### src/rtl/ugpb_pkg.sv
// Shared types, codes and defaults for the uniform grid point binning block.
`default_nettype none

package ugpb_pkg;

  // Default grid dimensions and count width.
  localparam int GRID_X_DEF     = 32;
  localparam int GRID_Y_DEF     = 32;
  localparam int GRID_Z_DEF     = 32;
  localparam int COUNT_BITS_DEF = 32;

  // Fixed sizes of the item fields.
  localparam int STORE_DEPTH = 32768;
  localparam int CELL_IDX_W  = 15;
  localparam int POS_W       = 32;
  localparam int CNT_OUT_W   = 32;
  localparam int CFG_IDX_W   = 3;
  localparam int CFG_DATA_W  = 32;

  // Command codes.
  localparam logic [1:0] CMD_ADD        = 2'd0;
  localparam logic [1:0] CMD_READ       = 2'd1;
  localparam logic [1:0] CMD_READ_CLEAR = 2'd2;
  localparam logic [1:0] CMD_READ_ALT   = 2'd3;

  // Configuration register indexes.
  localparam logic [CFG_IDX_W-1:0] CFG_ORIGIN_X   = 3'd0;
  localparam logic [CFG_IDX_W-1:0] CFG_ORIGIN_Y   = 3'd1;
  localparam logic [CFG_IDX_W-1:0] CFG_ORIGIN_Z   = 3'd2;
  localparam logic [CFG_IDX_W-1:0] CFG_INV_CELL_X = 3'd3;
  localparam logic [CFG_IDX_W-1:0] CFG_INV_CELL_Y = 3'd4;
  localparam logic [CFG_IDX_W-1:0] CFG_INV_CELL_Z = 3'd5;

  // Reset value of the cell size reciprocals (1.0 in Q16.16).
  localparam logic [CFG_DATA_W-1:0] INV_CELL_RST = 32'h0001_0000;

  typedef struct packed {
    logic [1:0]            command;
    logic signed [POS_W-1:0] pos_x;
    logic signed [POS_W-1:0] pos_y;
    logic signed [POS_W-1:0] pos_z;
    logic [CELL_IDX_W-1:0] read_cell;
  } in_item_t;

  typedef struct packed {
    logic [CELL_IDX_W-1:0] cell_index;
    logic [CNT_OUT_W-1:0]  cell_count;
    logic                  out_of_range;
  } out_item_t;

  // Axes are walked z, y, x so that the linear index builds up Horner style.
  typedef enum logic [1:0] {
    AX_Z,
    AX_Y,
    AX_X
  } axis_t;

  typedef enum logic [2:0] {
    ST_CLEAR,
    ST_IDLE,
    ST_SUB,
    ST_MUL,
    ST_CHK,
    ST_ADDR,
    ST_READ,
    ST_COMMIT
  } state_t;

  // Commands from the controller to the datapath.
  typedef struct packed {
    logic  clr_step;
    logic  load;
    axis_t axis;
    logic  sub_en;
    logic  mul_en;
    logic  chk_en;
    logic  addr_en;
    logic  commit;
  } bin_cmd_t;

  // Status from the datapath to the controller.
  typedef struct packed {
    logic clr_last;
    logic new_is_add;
    logic out_free;
  } bin_sts_t;

endpackage

`default_nettype wire

### src/rtl/ugpb_ctrl.sv
// Controller state machine that sequences clearing, axis steps and count updates.
`default_nettype none

module ugpb_ctrl (
  input  wire logic              clk,
  input  wire logic              rst_n,
  input  wire logic              in_valid,
  output logic                   in_stall,
  output ugpb_pkg::bin_cmd_t     cmd,
  input  wire ugpb_pkg::bin_sts_t sts
);
  import ugpb_pkg::*;

  state_t state_r, state_nxt;
  axis_t  axis_r, axis_nxt;

  // State and axis registers.
  always_ff @(posedge clk) begin
    if (!rst_n) begin
      state_r <= ST_CLEAR;
      axis_r  <= AX_Z;
    end else begin
      state_r <= state_nxt;
      axis_r  <= axis_nxt;
    end
  end

  // Next state and datapath commands.
  always_comb begin
    state_nxt = state_r;
    axis_nxt  = axis_r;
    cmd       = '0;
    cmd.axis  = axis_r;
    in_stall  = 1'b1;
    unique case (state_r)
      ST_CLEAR: begin
        cmd.clr_step = 1'b1;
        if (sts.clr_last) begin
          state_nxt = ST_IDLE;
        end
      end
      ST_IDLE: begin
        in_stall = 1'b0;
        if (in_valid) begin
          cmd.load = 1'b1;
          axis_nxt = AX_Z;
          state_nxt = sts.new_is_add ? ST_SUB : ST_READ;
        end
      end
      ST_SUB: begin
        cmd.sub_en = 1'b1;
        state_nxt  = ST_MUL;
      end
      ST_MUL: begin
        cmd.mul_en = 1'b1;
        state_nxt  = ST_CHK;
      end
      ST_CHK: begin
        cmd.chk_en = 1'b1;
        unique case (axis_r)
          AX_Z: begin
            axis_nxt  = AX_Y;
            state_nxt = ST_SUB;
          end
          AX_Y: begin
            axis_nxt  = AX_X;
            state_nxt = ST_SUB;
          end
          default: begin
            state_nxt = ST_ADDR;
          end
        endcase
      end
      ST_ADDR: begin
        cmd.addr_en = 1'b1;
        state_nxt   = ST_READ;
      end
      ST_READ: begin
        state_nxt = ST_COMMIT;
      end
      ST_COMMIT: begin
        if (sts.out_free) begin
          cmd.commit = 1'b1;
          state_nxt  = ST_IDLE;
        end
      end
      default: begin
        state_nxt = ST_IDLE;
      end
    endcase
  end

endmodule

`default_nettype wire

### config.mk
export PLATFORM = sky130hd
export DESIGN_NAME = ugpb_ctrl
export DESIGN_NICKNAME = d
export VERILOG_FILES = /design/src/rtl/ugpb_pkg.sv /design/src/rtl/ugpb_ctrl.sv
export SDC_FILE = /design/constraint.sdc
export NUM_CORES = 1
export LEC_CHECK = 0
export BUFFER_PORTS_ARGS = -buffer_cell sky130_fd_sc_hd__buf_2
export CORE_AREA = 3 3 40 42
export DETAILED_ROUTE_END_ITERATION = 10
export DIE_AREA = 0 0 43 45
export PLACE_DENSITY = 0.57
export REMOVE_ABC_BUFFERS = 1
export SYNTH_ARGS = -nofsm -noshare
export SYNTH_HDL_FRONTEND = slang
export SYNTH_SLANG_ARGS = --single-unit
### constraint.sdc
create_clock -name clk -period 3.1 [get_ports clk]
set_input_delay 0.155 -clock clk [delete_from_list [all_inputs] [get_ports clk]]
set_output_delay 0.155 -clock clk [all_outputs]
set_load 0.02 [all_outputs]
==> results.ini <==
[final_layout]
fin_area_um2=442
nets=63
synthToLayoutAreaGrowth_pct=27.0
fillers=142
utilization=0.344
instances_no_fill=71
seqCellArea_um2=100
drive_above_1_share=0.393
diodes=0
multi_input_area_um2=210

[drt]
initialDrtViolationCount=6
ant_nets=0
wl_um=741
drc=0
vias=344
topRoutingLayerUsed=met3
routedLengthMet1_um=316
wl_per_cell_um=10.4
wl_met3_um=96
via_per_inst=4.85
drtPass1Iterations=4
met2_length_um=328

[grt]
grt_overflow=0
grt_first_pass_wirelength_um=1120
antenna_found_initial=0
grt_usage=0.0774
grt_max_degree=14
grt_pass1_vias=271

[critical_path]
start_kind=flip-flop
critPathKind=reg -> out
path_buf_inv=2
path_cells=inv_1 > nor3b_1 > buf_2
critPathArrivalTime_ps=1400
end_kind=primary output
critPathMaxStageDelay_ps=600
critical_path.slowest_cell=dfxtp_1
required_ps=2940
path_max_fanout=13
crit_family=flip-flops

[timing]
period_needed_ps=1550
finalHoldViolations=0
setup_tns_ps=0
finalSetupViolCount=0
fmax_ghz=0.644
rsz0062_at_grt=false
layout_setup_ws_ps=1550
holdWs_ps=182
tightest_slew_ps=481
slew_headroom=0.679
clock_skew_ps=3.98
post-route-period-util=0.501
finalMaxSlewViolations=0

[synthesis]
synth_seq_cells=5
postSynthAreaPerCell_um2=8.70
synthXorXnorAreaFrac=0.0504
synthSimpleGateAreaFrac=0.306
synth_edf_count=0
synth_compound_area_frac=0.191
synthAdderAreaFrac=0
synth_commonest_cells=dfxtp_1, nor2_1, inv_1, nor3b_1
netlist_instances=40
synth_cell_type_count=23
async_reset_ff_frac=0
post-synth-top-area-fraction=0.288
synth_ff_type=dfxtp_1
synth_warnings=0
synth.largest_area_cell=dfxtp_1
yosys-mux-area-fraction=0.0576
synth_top_family_by_area=simple AND/OR/NAND/NOR gates
netlist_area_um2=348
yosysSeqAreaShare=0.288
synth.top_cells.by_area=dfxtp_1, nor4b_4, nor3b_1

[die]
core_um2=1280
fp.dieW_um=43
fp.dieH_um=45
ioPinCount=16
die-area_um2=1940
initial_core_util=0.271
rows=13

[power_and_ir_drop]
power_mw=0.218
vdd_drop_max_uv=181
p_leak_nw=0.203
powerDensity_nw_per_um2=494

[clock_network]
cts-root-buf=clkbuf_4
cts_num_sinks=5
clock_path_buffers=2
hold_buffers=0
cts_setup_buffers=0
numCtsBuffers=3
clkTransAtPathRegs_ps=40
clkLatencyLatePin_ps=240
tritoncts=done
clock_tree.htree_level_count=1
cts_resized=0

[run_status]
status=finished, final reports clean

[run]
maxCapViolations=0

[placed_design]
dp_cells=67
dp_slack_ps=1810
place_area_um2=415
dp_hpwl_um=575
port_buffers=15
place.gp.congestion=0.691

[worst_hold_path]
hp-class=in -> reg

## layout by cell type (no fill, tap or decap), drive strengths merged
master	count
a221o	1
nor4b	1
nor3b	3
nor3	1
a211oi	1
a22oi	1
mux2i	2
o21ai	2
dfxtp	5
and4	1
a31o	1
buf	15
xor2	1
inv	3
nand2b	2
a21oi	2
xnor2	1
and3	1
nand2	2
a221oi	1
clkbuf	4
nor2	5
## where the power goes
| group | leakage, nW | total (mW) | switching, mW | internal, mW |
|---|---|---|---|---|
| sequential | 0.0408 | 0.0868 | 0.0169 | 0.0698 |
| combinational | 0.147 | 0.0595 | 0.0333 | 0.0263 |
| clock | 0.0150 | 0.0719 | 0.0234 | 0.0485 |
| total | 0.203 | 0.218 | 0.0736 | 0.145 |
## worst reg2reg max path, cell delays in order (launching register included)
cell and delay, ps:
dfxtp_1 610, nor2_1 180, a221o_1 360, nor2_1 90
## logic make-up after synthesis
group,after synthesis
flip-flops,5
XOR/XNOR,2
buffers and inverters,6
multiplexers,2
AO/OA/AOI/OAI,9
AND/OR/NAND/NOR,16
## state kept, by name, summed over array words and instances, names as in the netlist
name	flops
state_r	3
axis_r	2
## path summary, 6_finish.rpt
kind,start,end,slack [ps],cells after the start
setup / recovery,state_r[0],cmd[3],1550,3
hold / removal,sts[2],state_r[0],180,3
setup reg to reg,state_r[1],state_r[2],1790,3
hold reg to reg,axis_r[0],axis_r[1],530,2
## layer usage
layer / GRT usage / up-vias
li1: - / 176
met1: 0.101 / 149
met2: 0.105 / 19
met3: 0.0279 / 0
met4: 0.0542 / 0
met5: 0 / -
## cell type report
type	count	share of cell area
clock buffer	4	0.0595
sequential	5	0.227
timing repair buffer	15	0.170
tap	15	0.0425
multi-input combinational	29	0.476
inverter	3	0.0255
(Power assumes the default switching activity.)
